### src/design/lft_pkg.sv
// Shared types and constants for the LIN frame transmitter.
// Used by lft_front, lft_back and lin_frame_transmitter; depends on nothing.
`default_nettype none

package lft_pkg;

  // Largest number of data bytes in one frame.
  localparam int MaxDataBytes = 8;
  // Bits needed to index one data byte.
  localparam int IdxW = $clog2(MaxDataBytes);
  // Frame slots between the front and the back.
  localparam int QueueDepth = 2;
  localparam int QPtrW = $clog2(QueueDepth);

  localparam logic [7:0] SYNC_BYTE = 8'h55;

  // One frame request after the data count has been clamped.
  typedef struct packed {
    logic [7:0]                         id;
    logic [3:0]                         count;
    logic [MaxDataBytes-1:0][7:0]       data;
  } frame_t;

  // Position of the back end within the symbol run of one frame.
  typedef enum logic [2:0] {
    PH_IDLE,
    PH_SYNC,
    PH_ID,
    PH_DATA,
    PH_CSUM
  } phase_t;

endpackage

`default_nettype wire

### src/design/lin_frame_transmitter.sv
// Top level of the LIN frame transmitter with classic checksum.
// Depends on lft_pkg, lft_front and lft_back.
//
//   channel   handshake             payload
//   input     in_valid / in_stall   frame_id, data_count, data_byte_0..7
//   output    out_valid / out_stall symbol_byte, is_break, last_symbol
//
// A frame with n data bytes (count clamped to eight) gives 4 + n symbols,
// so up to 12 symbols, sent one per cycle by the back-end sequencer unless the output stalls.
// Frames follow one another without a gap cycle; a two-frame queue lets the
// input side keep transferring while a frame is still being sent.
// Output stall freezes the output register and the sequencer; input stall
// rises only when the queue is full. Reset empties the queue and output.
`default_nettype none

module lin_frame_transmitter (
  input  wire logic        clk,
  input  wire logic        rst,
  input  wire logic        in_valid,
  output logic             in_stall,
  input  wire logic [7:0]  frame_id,
  input  wire logic [3:0]  data_count,
  input  wire logic [7:0]  data_byte_0,
  input  wire logic [7:0]  data_byte_1,
  input  wire logic [7:0]  data_byte_2,
  input  wire logic [7:0]  data_byte_3,
  input  wire logic [7:0]  data_byte_4,
  input  wire logic [7:0]  data_byte_5,
  input  wire logic [7:0]  data_byte_6,
  input  wire logic [7:0]  data_byte_7,
  output logic             out_valid,
  input  wire logic        out_stall,
  output logic [7:0]       symbol_byte,
  output logic             is_break,
  output logic             last_symbol
);
  import lft_pkg::*;

  logic    q_valid;
  frame_t  q_frame;
  logic    pop;

  // Request intake and frame queue.
  lft_front u_front (
    .clk         (clk),
    .rst         (rst),
    .in_valid    (in_valid),
    .in_stall    (in_stall),
    .frame_id    (frame_id),
    .data_count  (data_count),
    .data_byte_0 (data_byte_0),
    .data_byte_1 (data_byte_1),
    .data_byte_2 (data_byte_2),
    .data_byte_3 (data_byte_3),
    .data_byte_4 (data_byte_4),
    .data_byte_5 (data_byte_5),
    .data_byte_6 (data_byte_6),
    .data_byte_7 (data_byte_7),
    .q_valid     (q_valid),
    .q_frame     (q_frame),
    .pop         (pop)
  );

  // Symbol sequencer and checksum.
  lft_back u_back (
    .clk         (clk),
    .rst         (rst),
    .q_valid     (q_valid),
    .q_frame     (q_frame),
    .pop         (pop),
    .out_valid   (out_valid),
    .out_stall   (out_stall),
    .symbol_byte (symbol_byte),
    .is_break    (is_break),
    .last_symbol (last_symbol)
  );

endmodule

`default_nettype wire

### src/design/lft_front.sv
// Front end: accepts frame requests, clamps the data count and queues them.
// Depends on lft_pkg for frame_t and the queue sizing constants.
`default_nettype none

module lft_front (
  input  wire logic            clk,
  input  wire logic            rst,
  input  wire logic            in_valid,
  output logic                 in_stall,
  input  wire logic [7:0]      frame_id,
  input  wire logic [3:0]      data_count,
  input  wire logic [7:0]      data_byte_0,
  input  wire logic [7:0]      data_byte_1,
  input  wire logic [7:0]      data_byte_2,
  input  wire logic [7:0]      data_byte_3,
  input  wire logic [7:0]      data_byte_4,
  input  wire logic [7:0]      data_byte_5,
  input  wire logic [7:0]      data_byte_6,
  input  wire logic [7:0]      data_byte_7,
  output logic                 q_valid,
  output lft_pkg::frame_t      q_frame,
  input  wire logic            pop
);
  import lft_pkg::*;

  frame_t               slots [QueueDepth];
  frame_t               incoming;
  logic [QPtrW-1:0]     wr_ptr;
  logic [QPtrW-1:0]     rd_ptr;
  logic [QPtrW:0]       level;
  logic                 accept;

  // Clamp the data count and gather the request into one frame word.
  always_comb begin
    incoming.id = frame_id;
    if (data_count > 4'(MaxDataBytes)) begin
      incoming.count = 4'(MaxDataBytes);
    end else begin
      incoming.count = data_count;
    end
    incoming.data = {data_byte_7, data_byte_6, data_byte_5, data_byte_4,
                     data_byte_3, data_byte_2, data_byte_1, data_byte_0};
  end

  // Handshake toward the sender and toward the back end.
  assign in_stall = (level == (QPtrW+1)'(QueueDepth));
  assign accept   = in_valid && !in_stall;
  assign q_valid  = (level != '0);
  assign q_frame  = slots[rd_ptr];

  // Queue pointers and fill level.
  always_ff @(posedge clk) begin
    if (rst) begin
      wr_ptr <= '0;
      rd_ptr <= '0;
      level  <= '0;
    end else begin
      if (accept) begin
        wr_ptr <= wr_ptr + 1'b1;
      end
      if (pop) begin
        rd_ptr <= rd_ptr + 1'b1;
      end
      if (accept && !pop) begin
        level <= level + 1'b1;
      end else if (pop && !accept) begin
        level <= level - 1'b1;
      end
    end
  end

  // Queue slots hold payload only.
  always_ff @(posedge clk) begin
    if (accept) begin
      slots[wr_ptr] <= incoming;
    end
  end

  // The back end never takes a frame from an empty queue.
  a_no_pop_empty: assert property (@(posedge clk) disable iff (rst)
    pop |-> q_valid)
    else $error("frame taken from an empty queue");

  // A queued frame always carries a clamped data count.
  a_count_clamped: assert property (@(posedge clk) disable iff (rst)
    q_valid |-> (q_frame.count <= 4'(MaxDataBytes)))
    else $error("queued data count above the maximum");

  // A transfer without a pop grows the queue by exactly one frame.
  a_level_grows: assert property (@(posedge clk) disable iff (rst)
    (accept && !pop) |=> (level == $past(level) + 1'b1))
    else $error("queue level did not follow a transfer");

endmodule

`default_nettype wire

### src/design/lft_back.sv
// Back end: walks one queued frame through break, sync, id, data and checksum.
// Depends on lft_pkg for frame_t, phase_t and the sync byte.
`default_nettype none

module lft_back (
  input  wire logic            clk,
  input  wire logic            rst,
  input  wire logic            q_valid,
  input  wire lft_pkg::frame_t q_frame,
  output logic                 pop,
  output logic                 out_valid,
  input  wire logic            out_stall,
  output logic [7:0]           symbol_byte,
  output logic                 is_break,
  output logic                 last_symbol
);
  import lft_pkg::*;

  phase_t             phase;
  phase_t             phase_next;
  frame_t             cur;
  logic [IdxW-1:0]    idx;
  logic [7:0]         acc;
  logic [7:0]         acc_next;
  logic [8:0]         sum;
  logic               advance;
  logic               last_data;
  logic               emit;
  logic [7:0]         sym_byte;
  logic               sym_break;
  logic               sym_last;

  // The output register can take a new symbol when empty or being drained.
  assign advance   = !out_valid || !out_stall;
  assign pop       = advance && (phase == PH_IDLE) && q_valid;
  assign last_data = ((4'(idx) + 4'd1) == cur.count);

  // Running checksum: add with the carry folded back into bit 0.
  always_comb begin
    sum = {1'b0, acc} + {1'b0, cur.data[idx]};
    if (sum[8]) begin
      acc_next = sum[7:0] + 8'd1;
    end else begin
      acc_next = sum[7:0];
    end
  end

  // Next phase of the symbol run.
  always_comb begin
    phase_next = phase;
    case (phase)
      PH_IDLE: begin
        if (pop) phase_next = PH_SYNC;
      end
      PH_SYNC: begin
        if (advance) phase_next = PH_ID;
      end
      PH_ID: begin
        if (advance) phase_next = (cur.count == 4'd0) ? PH_CSUM : PH_DATA;
      end
      PH_DATA: begin
        if (advance && last_data) phase_next = PH_CSUM;
      end
      PH_CSUM: begin
        if (advance) phase_next = PH_IDLE;
      end
      default: phase_next = PH_IDLE;
    endcase
  end

  // Symbol produced in the current phase.
  always_comb begin
    emit      = advance;
    sym_byte  = 8'h00;
    sym_break = 1'b0;
    sym_last  = 1'b0;
    case (phase)
      PH_IDLE: begin
        emit      = pop;
        sym_break = 1'b1;
      end
      PH_SYNC: sym_byte = SYNC_BYTE;
      PH_ID:   sym_byte = cur.id;
      PH_DATA: sym_byte = cur.data[idx];
      PH_CSUM: begin
        sym_byte = ~acc;
        sym_last = 1'b1;
      end
      default: emit = 1'b0;
    endcase
  end

  // Control state.
  always_ff @(posedge clk) begin
    if (rst) begin
      phase     <= PH_IDLE;
      out_valid <= 1'b0;
    end else begin
      phase <= phase_next;
      if (advance) begin
        out_valid <= emit;
      end
    end
  end

  // Frame, index, checksum and output payload.
  always_ff @(posedge clk) begin
    if (pop) begin
      cur <= q_frame;
      idx <= '0;
      acc <= 8'h00;
    end else if (advance && (phase == PH_DATA)) begin
      idx <= idx + 1'b1;
      acc <= acc_next;
    end
    if (advance && emit) begin
      symbol_byte <= sym_byte;
      is_break    <= sym_break;
      last_symbol <= sym_last;
    end
  end

  // A new frame is only taken between frames.
  a_pop_idle: assert property (@(posedge clk) disable iff (rst)
    pop |-> (phase == PH_IDLE))
    else $error("frame taken in the middle of a run");

  // The data index stays inside the frame's data count.
  a_idx_range: assert property (@(posedge clk) disable iff (rst)
    (phase == PH_DATA) |-> (4'(idx) < cur.count))
    else $error("data index past the data count");

  // Taking a frame always presents a break next.
  a_break_first: assert property (@(posedge clk) disable iff (rst)
    pop |=> (out_valid && is_break && !last_symbol))
    else $error("frame did not open with a break");

endmodule

`default_nettype wire

### config.mk
export PLATFORM = sky130hd
export DESIGN_NAME = lin_frame_transmitter
export DESIGN_NICKNAME = d
export VERILOG_FILES = /design/src/design/lft_pkg.sv /design/src/design/lin_frame_transmitter.sv /design/src/design/lft_front.sv /design/src/design/lft_back.sv
export SDC_FILE = /design/constraint.sdc
export NUM_CORES = 1
export LEC_CHECK = 0
export ABC_AREA = 1
export BUFFER_PORTS_ARGS = -buffer_cell sky130_fd_sc_hd__buf_2
export CAP_MARGIN = 20
export CELL_PAD_IN_SITES_DETAIL_PLACEMENT = 2
export CELL_PAD_IN_SITES_GLOBAL_PLACEMENT = 2
export CORE_UTILIZATION = 46
export DETAILED_ROUTE_END_ITERATION = 16
export PLACE_DENSITY = 0.91
export SLEW_MARGIN = 10
export SYNTH_ARGS = -nofsm -noshare
export SYNTH_HDL_FRONTEND = slang
export SYNTH_HIERARCHICAL = 1
export SYNTH_SLANG_ARGS = --single-unit
### constraint.sdc
create_clock -name clk -period 14.2 [get_ports clk]
set_input_delay 2.84 -clock clk [delete_from_list [all_inputs] [get_ports clk]]
set_output_delay 2.84 -clock clk [all_outputs]
set_load 0.01 [all_outputs]
==> out/results.txt <==
Status = completed
Final hold vios = 0
Layout cells sized above 1 = 28.3%
Syn_area_per_cell = 14.9 um^2
Largest net degree at the start of global routing = 85
Flop-to-flop setup slack = 9.91 ns
Clock transition at the registers of the reported paths = 0.07 ns
Leakage power = 4.61 nW
Area growth from synthesis to layout = 15.8%
CP Max Fanout = 19
H-tree lvl count = 1
Sw Pwr = 0.00114 W
Crit path top cell by count = inv_1
Fin crit share = 30.2%
Crit path DAT = 4.74 ns
Critical Setup Path Class = reg2reg
Synth area leader = edfxtp_1
Sequential share of power = 40.3%
Fin worst setup slack = 9.91 ns
Final TNS setup = 0 ns
Top delay family on crit path = simple AND/OR/NAND/NOR gates
Global-route wire length before repair = 48.0 mm
Synth top area cells = edfxtp_1 68%, mux2_4 5.7%, mux2_2 3.9%, dfxtp_1 3.8%, nor2_1 2.7%
Crit start category = flop
Die width = 153 um
Synthesis-stage register bit count = 258
IO buf count = 91
Tmin final = 4.29 ns
Num Clock Sinks = 258
Combinational power share = 35.7%
Synth top area share = 68.2%
Slew HR = 23.4%
Fmax = 233 MHz
Vias per cell = 5.75
Pint = 0.00184 W
RSZ-0062 raised after global routing = no
Post-Syn Area = 10500 um^2
VDD IR max = 0.121 mV
Post-CTS setup repair buffer count = 0
Routed Antenna Nets = 0
Global route overflow = 0
Clk_skew = 0.0305 ns
GRT Max-Usage Layer = met2
Layout net count = 904
Clk_lat worst skew = 0.57 ns
IO Count = 92
Multi-input logic area = 2630 um^2
Worst Hold Class = reg2reg
Placeable Area = 22100 um^2
TritonCTS clock tree = done
Vias post-DR = 6408
Hold Buf Count CTS = 0
DRT Pass-1 Iters = 4
Dpl hpwl = 19.2 mm
Measured slew at the worst slew-check pin = 1.15 ns
Met2 usage = 50.4%
GR Util met1 = 34.9%
Switch share = 38.4%
CP endpoint kind = flop
GP Congestion = 0.820
Slowest CP cell = dfxtp_1
Number of global-route vias before repair = 7184
Crit-path cells = inv_1 > o21ai_0 > o22ai_1 > o21a_1 > ha_1 > fa_1 > nand2_1 > inv_1 > nor2_1 > inv_1 > nor2_1 > nand3_1 > nor2_1 > nand3_1 > nand2_1 > nand3_1 > nand2_1 > inv_1
CTS max path bufs = 3
Mapped Nets = 797
Clock power frac = 24.1%
Pwr Density = 246 nW/um^2
GRT Overall Usage = 28.4%
Met3 track demand over resource = 5.25%
Drt total wl = 32.5 mm
Die area = 23400 um^2
# fillers = 1956
Worst EP required = 14.65 ns
Netlist cell types = 37
Post-route DRC = 0
Worst Path Buf+Inv = 4
Mapped Cells = 705
Wirelength per Cell = 29.2 um
YS warnings = 6
Max-slew violations = 0
Place WS = 9.33 ns
Root buffer cell = clkbuf_16
Initial antenna violation count = 0
Largest stage delay, worst path = 0.83 ns
Num CTS Buffers = 27
Final setup vio count = 0
Seq/Total Area, Yosys = 72.0%
Register area = 7550 um^2
Die height = 153 um
Max Cap Viol = 0
Starting Density = 47.4%
Rows = 54
Post-cts resize count = 0
Drt first-iter violations = 454
[cell type report]
class,count,share of cell area (%)
Timing Repair Buffer,98,4.46
Clock inverter,20,1.41
Tap cell,280,2.89
Sequential cell,258,62.3
Multi-Input combinational cell,378,21.7
Inverter,49,1.52
Clock buffer,30,5.75
Antenna cell,1,0.0206
[cells by family after synthesis]
logic type	count (synthesis)	share of synthesized area, %
compound gates	102	5.88
xor+xnor	7	0.585
fa+ha+maj	12	1.50
buf+inv	69	2.97
flops	258	72.0
mux	76	9.60
simple gates	181	7.42
[synth_stat cells, drive strengths merged]
cell,count
ha,11
clkinv,3
edfxtp,238
nand4,5
clkbuf,4
nor2,76
nand2,77
nand3b,2
fa,1
mux2,76
inv,46
o211ai,10
nand3,20
o22ai,8
xor2,5
a21boi,1
o21ai,47
a21oi,20
o221ai,8
or2,1
dfxtp,20
xnor2,2
o21a,8
buf,16
[metal layers]
layer | share of wire, % | vias to the layer above | wire [um]
met5 | 0 | - | 0
met4 | 3.4 | 0 | 1110
met3 | 5.3 | 76 | 1720
met2 | 52 | 239 | 16800
met1 | 40 | 3299 | 12800
li1 | - | 2794 | -
[registers in the layout, indices dropped and copies added, names as in the netlist, named ones only]
register / count
u_front/slots: 152
u_back/cur: 76
u_back/acc: 8
u_back/symbol_byte: 8
u_back/idx: 3
u_back/phase: 3
u_front/level: 2
u_back/is_break: 1
u_back/last_symbol: 1
u_back/out_valid: 1
u_front/rd_ptr: 1
u_front/wr_ptr: 1
[per-stage QoR]
step                      area (um^2)  total power [W]  utilization [%]  hold WS [ns]  instances
after CTS                       12100          0.00298             54.8         0.548       1112
final                           12100          0.00298             54.9         0.544       1114
after global routing            12100          0.00309             54.9         0.554       1113
after floorplan                 10500          0.00186                -         0.476        705
after detailed placement        11200          0.00220             50.9         0.537       1062
after global placement          11200          0.00206             50.7         0.494       1061
[final timing paths]
check                  startpoint              to  cells past startpoint
max                 u_back/idx[1]   u_back/acc[7]                     18
min          u_front/slots[1][33]  u_back/cur[33]                      1
max reg2reg         u_back/idx[1]   u_back/acc[7]                     18
min reg2reg  u_front/slots[1][33]  u_back/cur[33]                      1
[power groups by stage]
stage | clock (W) | combinational [W] | sequential, W
4_1_cts | 0.000725 | 0.00105 | 0.00120
3_3_place_gp | 0 | 0.000893 | 0.00117
5_1_grt | 0.000747 | 0.00113 | 0.00121
3_5_place_dp | 0 | 0.00100 | 0.00120
6_report | 0.000717 | 0.00106 | 0.00120
2_1_floorplan | 0 | 0.000681 | 0.00117
[layout by cell type (no fill, tap or decap), types with 3 or more instances in the layout]
| master | count |
|---|---|
| edfxtp_1 | 238 |
| buf_2 | 91 |
| nor2_1 | 73 |
| nand2_1 | 73 |
| inv_1 | 45 |
| o21ai_0 | 41 |
| mux2_4 | 40 |
| mux2_2 | 36 |
| clkbuf_16 | 27 |
| a21oi_1 | 19 |
| dfxtp_1 | 19 |
| nand3_1 | 17 |
| clkinv_2 | 11 |
| ha_1 | 11 |
| o211ai_1 | 9 |
| o22ai_1 | 8 |
| o221ai_1 | 8 |
| o21a_1 | 8 |
| o21ai_1 | 6 |
| clkinv_1 | 5 |
| buf_4 | 5 |
| nand4_1 | 5 |
| xor2_1 | 5 |
| nand2_2 | 3 |
| nor2_4 | 3 |
| nand3_2 | 3 |
(Power assumes the default switching activity.)
